**src/srcp_pkg.sv**
```systemverilog
`default_nettype none

package srcp_pkg;

  localparam logic [7:0] CH_CR   = 8'h0D;
  localparam logic [7:0] CH_LF   = 8'h0A;
  localparam logic [7:0] CH_DASH = 8'h2D;
  localparam logic [7:0] CH_ZERO = 8'h30;
  localparam logic [7:0] CH_NINE = 8'h39;

  // column saturates here; the fourth character has been seen
  localparam logic [2:0] COL_SAT    = 3'd4;
  localparam logic [2:0] COL_DIGITS = 3'd3;

  typedef enum logic [1:0] {
    ST_DONE      = 2'd0,
    ST_MALFORMED = 2'd1,
    ST_CLOSED    = 2'd2
  } status_t;

  typedef enum logic {
    OP_BYTE  = 1'b0,
    OP_CLOSE = 1'b1
  } op_t;

  typedef struct packed {
    logic [2:0] column;
    logic [3:0] first_digit;
    logic       digits_bad;
    logic       is_continuation;
  } line_state_t;

  typedef struct packed {
    logic       emit;
    status_t    status;
    logic [3:0] reply_class;
  } report_t;

  function automatic line_state_t take_char(line_state_t s, logic [7:0] c);
    line_state_t n;
    logic        dig;
    n   = s;
    dig = (c >= CH_ZERO) && (c <= CH_NINE);
    if (s.column < COL_DIGITS) begin
      if (!dig) n.digits_bad = 1'b1;
      if (s.column == 3'd0) n.first_digit = dig ? c[3:0] : 4'd0;
    end else if (s.column == COL_DIGITS) begin
      n.is_continuation = (c == CH_DASH);
    end
    if (s.column < COL_SAT) n.column = s.column + 3'd1;
    return n;
  endfunction

endpackage

`default_nettype wire

```
**src/srcp_if.sv**
```systemverilog
`default_nettype none

// byte request channel
interface srcp_rx_if;
  logic       valid;
  logic       ready;
  logic       op;
  logic [7:0] rx_byte;

  modport source (output valid, output op, output rx_byte, input ready);
  modport sink   (input valid, input op, input rx_byte, output ready);
endinterface

// report channel
interface srcp_rpt_if;
  logic       valid;
  logic       ready;
  logic [1:0] status;
  logic [3:0] reply_class;

  modport source (output valid, output status, output reply_class, input ready);
  modport sink   (input valid, input status, input reply_class, output ready);
endinterface

`default_nettype wire

```
**src/srcp_step.sv**
```systemverilog
`default_nettype none

// Next line state and report for one request.
module srcp_step (
  input  wire srcp_pkg::line_state_t line,
  input  wire                        cr_pending,
  input  wire                        op,
  input  wire [7:0]                  rx_byte,
  output srcp_pkg::line_state_t      line_next,
  output logic                       cr_pending_next,
  output srcp_pkg::report_t          report
);
  import srcp_pkg::*;

  line_state_t s;
  logic        do_end;
  logic        lf_after_cr;

  always_comb begin
    s               = line;
    cr_pending_next = cr_pending;
    do_end          = 1'b0;
    lf_after_cr     = 1'b0;
    report          = '{emit: 1'b0, status: ST_DONE, reply_class: 4'd0};

    if (op == OP_CLOSE) begin
      report          = '{emit: 1'b1, status: ST_CLOSED, reply_class: 4'd0};
      s               = '0;
      cr_pending_next = 1'b0;
    end else begin
      if (cr_pending) begin
        cr_pending_next = 1'b0;
        if (rx_byte == CH_LF) begin
          do_end      = 1'b1;
          lf_after_cr = 1'b1;
        end else begin
          // lone CR is an ordinary character
          s = take_char(s, CH_CR);
        end
      end
      if (!lf_after_cr) begin
        if (rx_byte == CH_CR) cr_pending_next = 1'b1;
        else if (rx_byte == CH_LF) do_end = 1'b1;
        else s = take_char(s, rx_byte);
      end
      if (do_end) begin
        if (s.column < COL_DIGITS || s.digits_bad) begin
          report = '{emit: 1'b1, status: ST_MALFORMED, reply_class: 4'd0};
        end else if (!(s.column >= COL_SAT && s.is_continuation)) begin
          report = '{emit: 1'b1, status: ST_DONE, reply_class: s.first_digit};
        end
        s = '0;
      end
    end
  end

  assign line_next = s;

endmodule

`default_nettype wire

```
**src/srcp_out_reg.sv**
```systemverilog
`default_nettype none

// Result register; frees itself when the report is taken.
module srcp_out_reg (
  input  wire                    clk,
  input  wire                    rst,
  input  wire                    load,
  input  wire srcp_pkg::report_t report,
  output logic                   free,
  srcp_rpt_if.source             rpt
);
  import srcp_pkg::*;

  logic       valid;
  logic [1:0] status;
  logic [3:0] reply_class;

  assign free = !valid || rpt.ready;

  always_ff @(posedge clk) begin
    if (rst) begin
      valid <= 1'b0;
    end else if (load) begin
      valid <= report.emit;
    end else if (rpt.ready) begin
      valid <= 1'b0;
    end
  end

  always_ff @(posedge clk) begin
    if (load && report.emit) begin
      status      <= report.status;
      reply_class <= report.reply_class;
    end
  end

  assign rpt.valid       = valid;
  assign rpt.status      = status;
  assign rpt.reply_class = reply_class;

endmodule

`default_nettype wire

```
**src/smtp_reply_code_parser_top.sv**
```systemverilog
// A report appears in the cycle after the request that causes it.
// Throughput: one request per cycle; the result register drains while the next
//   request is taken, so only a stalled report holds off new requests.
// Reset (rst, synchronous, active high) clears the line state, the pending CR
//   and the report valid flag.
`default_nettype none

module smtp_reply_code_parser_top (
  input  wire        clk,
  input  wire        rst,
  srcp_rx_if.sink    rx,
  srcp_rpt_if.source rpt
);
  import srcp_pkg::*;

  // parse state
  line_state_t line;
  logic        cr_pending;
  line_state_t line_next;
  logic        cr_pending_next;
  report_t     report;
  logic        free;
  logic        take;

  // a request goes in whenever the result register can hold its report
  assign rx.ready = free;
  assign take     = rx.valid && free;

  srcp_step u_step (
    .line            (line),
    .cr_pending      (cr_pending),
    .op              (rx.op),
    .rx_byte         (rx.rx_byte),
    .line_next       (line_next),
    .cr_pending_next (cr_pending_next),
    .report          (report)
  );

  always_ff @(posedge clk) begin
    if (rst) begin
      line       <= '0;
      cr_pending <= 1'b0;
    end else if (take) begin
      line       <= line_next;
      cr_pending <= cr_pending_next;
    end
  end

  srcp_out_reg u_out (
    .clk    (clk),
    .rst    (rst),
    .load   (take),
    .report (report),
    .free   (free),
    .rpt    (rpt)
  );

  // close always yields a closed report next cycle
  a_close_report: assert property (@(posedge clk) disable iff (rst)
    take && rx.op |=> rpt.valid && rpt.status == ST_CLOSED)
    else $error("close without closed report");

  // close clears the whole parse state
  a_close_clears: assert property (@(posedge clk) disable iff (rst)
    take && rx.op |=> line == '0 && !cr_pending)
    else $error("close left parse state");

  // class only on a completed reply
  a_class_zero: assert property (@(posedge clk) disable iff (rst)
    rpt.valid && rpt.status != ST_DONE |-> rpt.reply_class == 4'd0)
    else $error("class on error report");

  // empty result register never stalls requests
  a_ready_empty: assert property (@(posedge clk) disable iff (rst)
    !rpt.valid |-> rx.ready)
    else $error("stall with empty result register");

  // column stays within its saturation limit
  a_column_sat: assert property (@(posedge clk) disable iff (rst)
    line.column <= COL_SAT)
    else $error("column beyond limit");

endmodule

`default_nettype wire

```
**src/flat_wrapper.sv**
```systemverilog
// flat-port wrapper written by rule: the top's interface ports become plain ports
module smtp_reply_code_parser_top_flat import srcp_pkg::*;
  (clk, rst, rx_valid, rx_op, rx_rx_byte, rx_ready, rpt_valid, rpt_status, rpt_reply_class, rpt_ready);
  srcp_rx_if rx_i ();
  srcp_rpt_if rpt_i ();
  input  wire clk;
  input  wire rst;
  input wire logic [$bits(rx_i.valid)-1:0] rx_valid;
  input wire logic [$bits(rx_i.op)-1:0] rx_op;
  input wire logic [$bits(rx_i.rx_byte)-1:0] rx_rx_byte;
  output wire logic [$bits(rx_i.ready)-1:0] rx_ready;
  output wire logic [$bits(rpt_i.valid)-1:0] rpt_valid;
  output wire logic [$bits(rpt_i.status)-1:0] rpt_status;
  output wire logic [$bits(rpt_i.reply_class)-1:0] rpt_reply_class;
  input wire logic [$bits(rpt_i.ready)-1:0] rpt_ready;
  assign rx_i.valid = rx_valid;
  assign rx_i.op = rx_op;
  assign rx_i.rx_byte = rx_rx_byte;
  assign rx_ready = rx_i.ready;
  assign rpt_valid = rpt_i.valid;
  assign rpt_status = rpt_i.status;
  assign rpt_reply_class = rpt_i.reply_class;
  assign rpt_i.ready = rpt_ready;
  smtp_reply_code_parser_top u_core (.clk(clk), .rst(rst), .rx(rx_i), .rpt(rpt_i));
endmodule
```
**config.mk**
```make
export PLATFORM = sky130hd
export DESIGN_NAME = smtp_reply_code_parser_top_flat
export DESIGN_NICKNAME = d
export VERILOG_FILES = /design/src/srcp_pkg.sv /design/src/srcp_if.sv /design/src/srcp_step.sv /design/src/srcp_out_reg.sv /design/src/smtp_reply_code_parser_top.sv /design/src/flat_wrapper.sv
export SDC_FILE = /design/constraint.sdc
export NUM_CORES = 1
export LEC_CHECK = 0
export ABC_CLOCK_PERIOD_IN_PS = 4350
export BUFFER_PORTS_ARGS = -buffer_cell sky130_fd_sc_hd__buf_2
export CAP_MARGIN = 40
export CORE_MARGIN = 4
export CORE_UTILIZATION = 61
export CTS_CLUSTER_SIZE = 10
export DETAILED_ROUTE_END_ITERATION = 16
export PLACE_DENSITY = 0.86
export SETUP_SLACK_MARGIN = 0.5
export SYNTH_ARGS = -nofsm -noshare
export SYNTH_HDL_FRONTEND = slang
export SYNTH_HIERARCHICAL = 1
export SYNTH_SLANG_ARGS = --single-unit
```
**constraint.sdc**
```tcl
create_clock -name clk -period 4.35 [get_ports clk]
set_input_delay 0.435 -clock clk [delete_from_list [all_inputs] [get_ports clk]]
set_output_delay 0.435 -clock clk [all_outputs]
set_load 0.005 [all_outputs]
```
### After elaboration in Yosys (flattened, before gate mapping)

Cells that the tools add are included.

| word-level totals | value |
|---|---|
| logic and storage cells | 74 |
| flip-flop bits (word level) | 17 |
| input bits | 13 |

| cells by class | value |
|---|---|
| reductions and logical operators | 12 |
| $lt $le $gt $ge | 8 |
| multiplexer cells | 37 |
| bitwise logic cells | 1 |
| eq/ne operators | 5 |
| add/subtract/negate cells | 2 |

Operators with widths:

| cell | number |
|---|---|
| two-way mux 9 bit | 9 |
| two-way mux 7 bit | 4 |
| two-way mux 1 bit | 17 |
| == test 8 x 4 -> 1 bit, second input constant | 2 |
| two-way mux 4 bit | 3 |
| two-way mux 5 bit | 2 |
| less-than comparator 3 x 2 -> 1 bit, second input constant | 3 |
| == test 8 x 6 -> 1 bit, second input constant | 1 |
| >= comparator 8 x 6 -> 1 bit, second input constant | 1 |
| <= comparator 8 x 6 -> 1 bit, second input constant | 1 |
| adder 3 x 1 -> 3 bit, second input constant | 2 |
| == test 3 x 2 -> 1 bit, second input constant | 2 |
| zero test 3 bit | 2 |
| less-than comparator 3 bit, second input constant | 2 |
| two-way mux 3 bit | 2 |
| logical AND 1 bit | 4 |
| OR reduction 4 bit | 1 |
| >= comparator 3 bit, second input constant | 1 |
| logical OR 1 bit | 2 |
| nonzero test 2 bit | 1 |
| OR reduction 2 bit | 1 |
| zero test 1 bit | 1 |
| inverter 1 bit | 1 |

### Depth between registers and ports, before layout

Gate-level depths: netlist of the first run.

| depth | value |
|---|---|
| depth in word-level cells | 20 |
| mapped depth | 11 |
| depth with buffers taken out | 11 |

### Modules after synthesis

The synthesis of the first run kept the hierarchy.

Modules (own cells, without submodules):

| module | instances | area an instance (sq um) | seq. area each (sq um) | cells an instance |
|---|---|---|---|---|
| srcp_step | 1 | 696.9 | 0.0 | 93 |
| smtp_reply_code_parser_top | 1 | 475.5 | 200.2 | 46 |
| srcp_out_reg | 1 | 240.2 | 200.2 | 11 |

### Worst setup path after synthesis of the first run

No wires, ideal clock.

| timing path | value |
|---|---|
| path kind | input to register |
| start point | in rx_rx_byte[5] |
| end point | reg u_core.u_out.reply_class[0] (netlist: u_core/u_out/rpt.reply_class[0]) (enable) |
| arrival | 2139 ps |
| stages | 10 |
| setup time | 320 ps |
| path slack | 1891 ps |
| data required time | 4030 ps |
| path through | nor4_4 -> a21oi_4 -> nand2_1 -> o21ai_0 -> ha_1 -> and2_1 -> nand4_1 -> o21ai_4 -> a21boi_1 -> and2_1 |

RTL lines:

| element | line | source |
|---|---|---|
| start, declared | flat_wrapper.sv:10 | `input wire logic [$bits(rx_i.rx_byte)-1:0] rx_rx_byte;` |
| end signal, assigned | srcp_out_reg.sv:33 | `reply_class <= report.reply_class;` |
| end, declared | srcp_out_reg.sv:16 | `logic [3:0] reply_class;` |

==> results of run 1 <==
-- stage by stage --
| stage | hold slack, ns | cells | power (mW) |
|---|---|---|---|
| finish | 0.413 | 195 | 0.308 |
| global route | 0.403 | 195 | 0.327 |
| CTS | 0.404 | 195 | 0.310 |
| detailed placement | 0.580 | 191 | 0.228 |
| global placement | 0.572 | 191 | 0.226 |
| floorplan | 0.518 | 150 | 0.210 |
-- registers in the layout, indices dropped and copies added (netlist names) --
name and count:
u_core/cr_pending 1, u_core/u_out/rpt.status 2, u_core/u_out/rpt.reply_class 4, u_core/line 9, u_core/u_out/rpt.valid 1
-- Yosys cell counts, types with 2 or more instances --
master and number:
o31ai_2 2, nor2_1 9, nor2b_1 2, buf_4 2, dfxtp_1 11, nand2b_1 2
buf_2 3, nand2_1 17, nor3_2 4, inv_1 3, nand3_1 13, nor3_1 2
nand4_1 3, a21bo_1 9, a21oi_1 7, nor3b_1 2, mux2_4 2, o21ai_0 2
ha_1 3, a21oi_2 9, edfxtp_1 6, mux2_2 3, o21ai_4 2, and2_1 2
a21o_1 2
-- area by class of cell --
cell class                 count  area, um2  share of cell area
tap                           28       35.0              0.0229
sequential                    17        400               0.262
timing repair buffer          20        100              0.0655
clock buffer                   4       26.3              0.0172
inverter                       3       11.3             0.00736
multi-input combinational    123        956               0.625
-- power by group through the flow --
stage | clock network [mW] | registers, mW | logic [mW]
3_3_place_gp | 0 | 0.174 | 0.0511
2_1_floorplan | 0 | 0.174 | 0.0357
5_1_grt | 0.0958 | 0.172 | 0.0595
4_1_cts | 0.0853 | 0.171 | 0.0540
6_report | 0.0828 | 0.171 | 0.0546
3_5_place_dp | 0 | 0.175 | 0.0538
-- cell families (layout without fill, tap and decap cells) --
family / after synthesis / after routing / synth area share
flops: 17 / 17 / 0.283
xor+xnor: 2 / 2 / 0.0124
buf+inv: 10 / 27 / 0.0398
compound gates: 42 / 42 / 0.266
mux: 7 / 7 / 0.0682
fa+ha+maj: 3 / 3 / 0.0266
simple gates: 69 / 69 / 0.304
-- metal layers --
metal,up-vias,track usage,part of all wire
met4,0,0.105,0.039
met5,-,0,0
met3,16,0.0580,0.078
met1,563,0.269,0.40
met2,63,0.352,0.48
li1,587,-,-
-- worst max-delay path: cells and delay by family (launching register included) --
| family | cells | cell delay [ns] |
|---|---|---|
| buffers and inverters | 1 | 0.15 |
| DFF | 1 | 0.42 |
| AOI/OAI and AO/OA | 3 | 0.41 |
| and+or+nand+nor | 4 | 0.69 |
| adders and majority gates | 2 | 0.62 |
-- worst max-delay path by stage --
stage                    from                         endpoint  slack (ns)  cells after the start
2_1_floorplan   rx_rx_byte[5]  u_core/u_out/rpt.reply_class[0]        1.89                     10
3_3_place_gp    rx_rx_byte[5]       u_core/u_out/rpt.status[1]        1.64                     11
3_5_place_dp    rx_rx_byte[5]  u_core/u_out/rpt.reply_class[0]        1.51                     11
4_1_cts        u_core/line[6]       u_core/u_out/rpt.status[0]        1.77                     10
5_1_grt        u_core/line[6]  u_core/u_out/rpt.reply_class[1]        1.57                     10
6_report       u_core/line[6]       u_core/u_out/rpt.status[0]        1.74                     10
==> reports/results.ini, run 1 <==
[setup_path]
r2r_cells=10
r2r_end=u_core/u_out/rpt.status[0]
timing.reg2reg.setup_slack_ns=1.74
slowest_delay_ns=0.42
arrival_ns=2.59
worst_path_max_delay_cell=dfxtp_1
cp.required_ns=4.33
worstReg2RegStart=u_core/line[6]
endpoint_kind=register
critPathLaunchType=register
cp_max_fo=6
crit_type=reg -> reg
cp_cell_sequence=inv_1, ha_1, nand2_1, o21ai_0, ha_1, and2_1, nand4_1, o21ai_4, a21boi_1, and2_1

[cts]
clkTransAtPathRegs_ns=0.09
clock-root-buffer=clkbuf_4
cts_resized=0
cts_sinks=17
insertion_delay_ns=0.29
numCtsBuffers=3
htreeDepth=1
clk_path_buf_depth=2
cts_setup_buffers=0
cts_tree=done
hold_buffers=0

[floorplanning]
fp-row-count=17
core_um2=2210
dieArea_um2=3150
dieHeight_um=56.1
io_pins=21
start_util=0.639
fp.dieW_um=56.1

[power]
pwr-share-comb=0.177
clockPowerShare=0.269
power_frac_seq=0.554
p_leak_nw=0.513
p_int_mw=0.225
power.density_nw_per_um2=202
power_switching_mw=0.0833
vdd_ir_drop_max_v=0.000182
sw_frac_of_total=0.270

[timing]
rsz0062_at_grt=false
fin_crit_ns=2.61
setup_tns_ns=0
timing.final.crit_share=0.600
max_freq_ghz=0.383
hold_viol_final=0
finClkSkew_ns=0.00266
timing.slew.headroom=0.695
slew_viol_final=0
worstMarginPinSlew_ns=0.453
setup_ws_ns=1.74
setup_viol=0

[placed_design]
dp_slack_ns=1.51
dpl.hpwl_um=2540
gp_congestion=0.974
io_buffers=20
dpl_cell_area_um2=1500

[route]
avgViaCountPerCell=6.30
routed-via-count=1229
drt_wl_total_um=3200
drtAntennaViolNets=0
drt_iter0_drc=58
drc=0
firstDrtPassIters=4
routedWlPerCell_um=16.4

[logic_synthesis]
synth.net_count=166
synth-edff-count=6
synth_top_cell_by_area=dfxtp_1
netlist_instances=150
yosys.area.top_type_share=0.156
ys.flop_type=dfxtp_1
synth-seq-area-share=0.283
synthTopCellsByArea=dfxtp_1 16%, edfxtp_1 13%, a21bo_1 6.4%
avgSynthCellArea_um2=9.42
ys_async_sr_fraction=0
synth_area_um2=1410
ys_warn_count=6
ys_ff_latch=17
ys_types=53

[global_route]
grt_pass1_vias=1207
grt_overflow_total=0
antenna_found_initial=0
grt_start_max_net_pins=24
grt_first_pass_wirelength_um=5510
grt_usage=0.219

[finish]
areaGrowthSynthToFinish_pct=8.24
final_cell_mix=20 x buf_2, 17 x nand2_1, 13 x nand3_1, 11 x dfxtp_1
design_area_um2=1530
n_antenna_cell=0
drive_gt1_frac=0.335
final_common_cell=buf_2
nFillCells=190
fin_nets=184
finish.utilization=0.691

[job]
cap_violations=0

[worst_hold_path]
hp-start=rx_op
hold_path.class=in -> reg
hold_depth=1
hold_end=u_core/u_out/rpt.status[1]

[outcome]
outcome=finished, final reports clean

(Power assumes the default switching activity.)
==> run 2, diff against run 1 <==
--- a/config.mk
+++ b/config.mk
@@ -5,14 +5,14 @@
 export SDC_FILE = /design/constraint.sdc
 export NUM_CORES = 1
 export LEC_CHECK = 0
-export ABC_CLOCK_PERIOD_IN_PS = 4350
+export ABC_CLOCK_PERIOD_IN_PS = 2430
 export BUFFER_PORTS_ARGS = -buffer_cell sky130_fd_sc_hd__buf_2
 export CAP_MARGIN = 40
 export CORE_MARGIN = 4
-export CORE_UTILIZATION = 61
+export CORE_UTILIZATION = 56
 export CTS_CLUSTER_SIZE = 10
 export DETAILED_ROUTE_END_ITERATION = 16
-export PLACE_DENSITY = 0.86
+export PLACE_DENSITY = 0.8
 export SETUP_SLACK_MARGIN = 0.5
 export SYNTH_ARGS = -nofsm -noshare
 export SYNTH_HDL_FRONTEND = slang
==> constraint.sdc (replaced) <==
create_clock -name clk -period 2.43 [get_ports clk]
set_input_delay 0.243 -clock clk [delete_from_list [all_inputs] [get_ports clk]]
set_output_delay 0.243 -clock clk [all_outputs]
set_load 0.005 [all_outputs]
==> reports/results.ini, run 2 (synthesis results as in run 1) <==
[outcome]
outcome=finished, final reports clean

[timing]
hold_slack_ns=0.215
timing.slew.headroom=0.646
setup_tns_ns=0
slew_viol_final=0
hold_viol_final=0
fin_crit_ns=2.23
timing.final.crit_share=0.918
worstMarginPinSlew_ns=0.526
setup_viol=0
rsz0062_at_grt=true
finClkSkew_ns=0.00227
max_freq_ghz=0.448

[placed_design]
gp_congestion=0.944
dpl.hpwl_um=2510
io_buffers=20
dpl.cell_count=198

[finish]
regMostFlops=u_core/line
final_cell_mix=22 x buf_4, 20 x buf_2, 17 x nand2_1, 11 x a21oi_2, 11 x nand3_1
finish.utilization=0.808
final_common_cell=buf_4
largestRegisters=u_core/line x9, u_core/u_out/rpt.reply_class x4, u_core/u_out/rpt.status x2
fin_nets=207
areaGrowthSynthToFinish_pct=31.4
n_antenna_cell=0
largest_register_ffs=9
nFillCells=122
layout.cells.non_filler=218
drive_gt1_frac=0.532

[setup_path]
cp.required_ns=2.45
cp_top_family=simple AND/OR/NAND/NOR gates
cp_max_fo=6
r2r_end=u_core/u_out/rpt.reply_class[2]
worstReg2RegStart=u_core/line[8]
critPathLaunchType=register
slowest_delay_ns=0.34
cp_common_cell=and2_4
crit_type=reg -> reg
timing.reg2reg.setup_slack_ns=0.20
endpoint_kind=register
arrival_ns=2.25
cp_cell_sequence=nand2b_4, a21oi_4, buf_4, o21ai_2, ha_4, and2_4, nand4_1, o21ai_4, a21boi_2, and2_4
worst_path_max_delay_cell=dfxtp_2
crit_buf_inv=1
r2r_cells=10

[cts]
htreeDepth=1
numCtsBuffers=3
insertion_delay_ns=0.29
hold_buffers=0
cts_sinks=17
clkTransAtPathRegs_ns=0.10
clk_path_buf_depth=2
cts_tree=done
clock-root-buffer=clkbuf_4

[route]
drt_wl_total_um=4280
routedWlPerCell_um=19.7
firstDrtPassIters=4
drtAntennaViolNets=0
drt_iter0_drc=93
routed-via-count=1409
avgViaCountPerCell=6.46
drc=0

[worst_hold_path]
hold_path.class=in -> reg
hold_end=u_core/u_out/rpt.status[1]
hp-start=rx_op
hold_depth=1

[power]
sw_frac_of_total=0.285
power.density_nw_per_um2=319
p_int_mw=0.424
power_frac_seq=0.515
power_switching_mw=0.169
p_leak_nw=0.661
p_total_mw=0.593
vdd_ir_drop_max_v=0.000309
pwr-share-comb=0.225
clockPowerShare=0.260

[job]
cap_violations=0

[floorplanning]
dieHeight_um=58.2
fp.dieW_um=58.2
io_pins=21
fp-row-count=17
start_util=0.615
core_um2=2300
dieArea_um2=3390

[global_route]
grt_pass1_vias=1257
antenna_found_initial=0
grt_first_pass_wirelength_um=6150
grt_usage=0.237
grt_overflow_total=0
grt_start_max_net_pins=24

## run 2: power by group through the flow
stage | combinational (mW) | clock, mW | sequential, mW
2_1_floorplan | 0.0678 | 0 | 0.312
3_3_place_gp | 0.100 | 0 | 0.312
3_5_place_dp | 0.105 | 0 | 0.312
4_1_cts | 0.115 | 0.157 | 0.306
5_1_grt | 0.143 | 0.170 | 0.307
6_report | 0.133 | 0.154 | 0.305
## run 2: per-stage QoR
step,worst slack [ns],instance area [um2]
after CTS,0.315,1720
after global placement,0.120,1590
after global routing,0.123,1860
after floorplan,0.277,1450
after detailed placement,0.0542,1590
final,0.199,1860
## run 2: layer usage
layer	global-route usage	up-vias	wire length, um
met4	0.0795	0	261
met1	0.283	639	1640
met5	0	-	0
li1	-	635	-
met2	0.419	98	1980
met3	0.0468	37	395
## run 2: how the worst max path moves through the flow
stage | from | to | slack (ns) | depth (start not counted)
6_report | u_core/line[8] | u_core/u_out/rpt.reply_class[2] | 0.20 | 10
5_1_grt | u_core/line[8] | u_core/u_out/rpt.status[1] | 0.12 | 10
4_1_cts | u_core/line[8] | u_core/u_out/rpt.reply_class[3] | 0.32 | 10
3_5_place_dp | rx_rx_byte[0] | u_core/u_out/rpt.reply_class[3] | 0.05 | 10
3_3_place_gp | rx_rx_byte[0] | u_core/u_out/rpt.reply_class[1] | 0.12 | 10
2_1_floorplan | rx_rx_byte[6] | u_core/u_out/rpt.reply_class[0] | 0.28 | 9
## run 2: area by class of cell
| class | instances | area, um2 | area share |
|---|---|---|---|
| repair buffers | 43 | 285 | 0.154 |
| flip-flops and latches | 17 | 409 | 0.220 |
| inverters | 3 | 21.3 | 0.0115 |
| multi-input cells | 123 | 1080 | 0.582 |
| well taps | 28 | 35.0 | 0.0189 |
| clock buffers | 4 | 26.3 | 0.0142 |
## run 2: timing repair
action / 4_1_cts / 5_1_grt
buffers inserted: 7 / 9
pin swaps: 13 / 14
gates resized for setup: 15 / 11
setup endpoints to repair: 18 / 18
==> run 3, diff against run 2 <==
--- a/config.mk
+++ b/config.mk
@@ -9,12 +9,11 @@
 export BUFFER_PORTS_ARGS = -buffer_cell sky130_fd_sc_hd__buf_2
 export CAP_MARGIN = 40
 export CORE_MARGIN = 4
-export CORE_UTILIZATION = 56
+export CORE_UTILIZATION = 55
 export CTS_CLUSTER_SIZE = 10
 export DETAILED_ROUTE_END_ITERATION = 16
-export PLACE_DENSITY = 0.8
+export PLACE_DENSITY = 0.82
 export SETUP_SLACK_MARGIN = 0.5
 export SYNTH_ARGS = -nofsm -noshare
 export SYNTH_HDL_FRONTEND = slang
-export SYNTH_HIERARCHICAL = 1
 export SYNTH_SLANG_ARGS = --single-unit
==> reports/results.ini, run 3 <==
[outcome]
outcome=finished with violations
violations=negative setup slack

[finish]
finish.utilization=0.898
regMostFlops=u_core.line
design_area_um2=1990
largestRegisters=u_core.line x9, u_core.u_out.rpt.reply_class x4, u_core.u_out.rpt.status x2
fin_nets=219
n_antenna_cell=0
layout.cells.non_filler=229
nFillCells=95
multiInputGateArea_um2=1040
ff_latch_area_um2=407
final_common_cell=buf_4
areaGrowthSynthToFinish_pct=55.1
drive_gt1_frac=0.557
largest_register_ffs=9
final_cell_mix=33 x buf_4, 19 x buf_2, 10 x nor2_1, 9 x buf_6, 8 x dfxtp_1

[timing]
slew_viol_final=0
worstMarginPinSlew_ns=0.525
rsz0062_at_grt=true
setup_viol=10
setup_ws_ns=-0.0831
max_freq_ghz=0.398
timing.final.crit_share=1.03
hold_viol_final=0
finClkSkew_ns=0.000600
setup_tns_ns=-0.670
timing.slew.headroom=0.648
fin_crit_ns=2.51

[floorplanning]
io_pins=21
fp-row-count=17
fp.dieW_um=56.2
start_util=0.579
dieHeight_um=56.2
core_um2=2210
dieArea_um2=3160

[worst_hold_path]
hold_path.class=in -> reg
hold_depth=2
hp-start=rst
hold_end=u_core.line[7]

[setup_path]
cp.required_ns=2.40
timing.reg2reg.setup_slack_ns=-0.08
cp_common_cell=buf_4
r2r_cells=8
worst_path_max_delay_cell=o41ai_2
arrival_ns=2.48
worstReg2RegStart=u_core.line[7]
slowest_delay_ns=0.39
cp_cell_sequence=buf_4, ha_1, inv_1, o41ai_2, buf_4, a311oi_4, or2_4, a211oi_4
crit_type=reg -> reg
critPathLaunchType=register
endpoint_kind=register
r2r_end=u_core.u_out.rpt.reply_class[3]
cp_max_fo=6

[cts]
numCtsBuffers=3
insertion_delay_ns=0.29
cts_sinks=17
hold_buffers=0
cts_tree=done
clkTransAtPathRegs_ns=0.09
clock-root-buffer=clkbuf_4
htreeDepth=1
clk_path_buf_depth=2

[route]
routedWlPerCell_um=22.3
routed-via-count=1609
drt_wl_total_um=5110
drt_iter0_drc=134
drtAntennaViolNets=0
avgViaCountPerCell=7.03
drc=0
firstDrtPassIters=7

[logic_synthesis]
synth_area_um2=1280
synth.net_count=156
ys_types=57
synth-seq-area-share=0.313
synthTopCellsByArea=dfxtp_1 17%, edfxtp_1 14%, a21oi_1 3.9%
ys_ff_latch=17
ys_warn_count=0
ys.flop_type=dfxtp_1
ys_async_sr_fraction=0
avgSynthCellArea_um2=9.21
synth-edff-count=6
netlist_instances=139
yosys.area.top_type_share=0.172
yosys-top-cells-count=11 x dfxtp_1, 11 x nor2_1, 10 x a21oi_1, 7 x inv_1
synth_top_cell_by_area=dfxtp_1

[global_route]
grt_start_max_net_pins=10
antenna_found_initial=0
grt_pass1_vias=1519
grt_usage=0.298
grt_first_pass_wirelength_um=7230
grt_overflow_total=0

[placed_design]
gp_congestion=0.941
dpl.cell_count=218
io_buffers=20
dpl.hpwl_um=3070
dpl_cell_area_um2=1740

[power]
power.density_nw_per_um2=313
p_leak_nw=0.747
p_total_mw=0.622
vdd_ir_drop_max_v=0.000329

[job]
cap_violations=0

==> run 3: cell count changes after synthesis, moves of 3 or more <==
cell      previous run  this run
a21bo_1              9         0
a21oi_1              7        10
a21oi_2              9         0
a22o_1               0         5
a22oi_1              0         5
buf_2                3         0
inv_1                3         7
mux2_2               3         0
nand2_1             17         6
nand3_1             13         2
nor2b_1              2         6
nor3_2               4         1
o211ai_1             0         3
==> run 3: cells by family after synthesis <==
| family | count (synthesis) | synth area share |
|---|---|---|
| AO/OA/AOI/OAI | 45 | 0.272 |
| flip-flops | 17 | 0.313 |
| XOR/XNOR | 1 | 0.00684 |
| AND/OR/NAND/NOR | 61 | 0.321 |
| buffers and inverters | 10 | 0.0411 |
| multiplexers | 1 | 0.00782 |
| adder cells (fa/ha/maj) | 4 | 0.0391 |
==> run 3: layout make-up <==
class                   count  area share
inverters                   7      0.0145
repair buffers             61       0.224
multi-input cells         112       0.526
flip-flops and latches     17       0.205
well taps                  28      0.0176
clock buffers               4      0.0132
==> run 3: timing repair <==
item,CTS,global route
setup buffers,3,4
gates resized for setup,11,28
pin swaps,8,11
setup endpoints to repair,19,20
==> run 3: how the worst max path moves through the flow <==
| stage | cells after the start | slack [ns] | startpoint | end |
|---|---|---|---|---|
| 6_report | 8 | -0.08 | u_core.line[7] | u_core.u_out.rpt.reply_class[3] |
| 5_1_grt | 12 | -0.15 | u_core.line[8] | u_core.u_out.rpt.reply_class[2] |
| 4_1_cts | 10 | 0.006 | u_core.line[8] | u_core.u_out.rpt.status[0] |
| 3_5_place_dp | 11 | -0.25 | rx_rx_byte[4] | u_core.u_out.rpt.status[1] |
| 3_3_place_gp | 11 | -0.14 | rx_rx_byte[4] | u_core.u_out.rpt.reply_class[2] |
| 2_1_floorplan | 10 | -0.06 | rx_rx_byte[4] | u_core.u_out.rpt.reply_class[0] |
==> run 3: routing by layer <==
metal / part of all wire / global-route usage
met5: 0 / 0
met4: 0.082 / 0.244
met3: 0.10 / 0.0580
met2: 0.46 / 0.481
met1: 0.36 / 0.335
==> run 3: through the flow <==
| stage | worst slack [ns] | hold slack [ns] |
|---|---|---|
| floorplan | -0.0558 | 0.342 |
| global placement | -0.140 | 0.465 |
| detailed placement | -0.251 | 0.475 |
| CTS | 0.00636 | 0.232 |
| global route | -0.147 | 0.252 |
| finish | -0.0831 | 0.237 |
==> run 3: where the power goes <==
part / switching, mW / total (mW) / internal [mW] / leakage, nW
registers: 0.00430 / 0.305 / 0.301 / 0.149
logic: 0.0893 / 0.167 / 0.0778 / 0.584
clock network: 0.0861 / 0.150 / 0.0639 / 0.0150
total: 0.180 / 0.622 / 0.443 / 0.747
==> run 3: worst max-delay path: cells and delay by family, from the launching register on <==
kind | cells | cell delay, ns
flip-flops | 1 | 0.36
buffers and inverters | 3 | 0.48
AND/OR/NAND/NOR | 1 | 0.28
AO/OA/AOI/OAI | 3 | 0.81
adder cells (fa/ha/maj) | 1 | 0.27
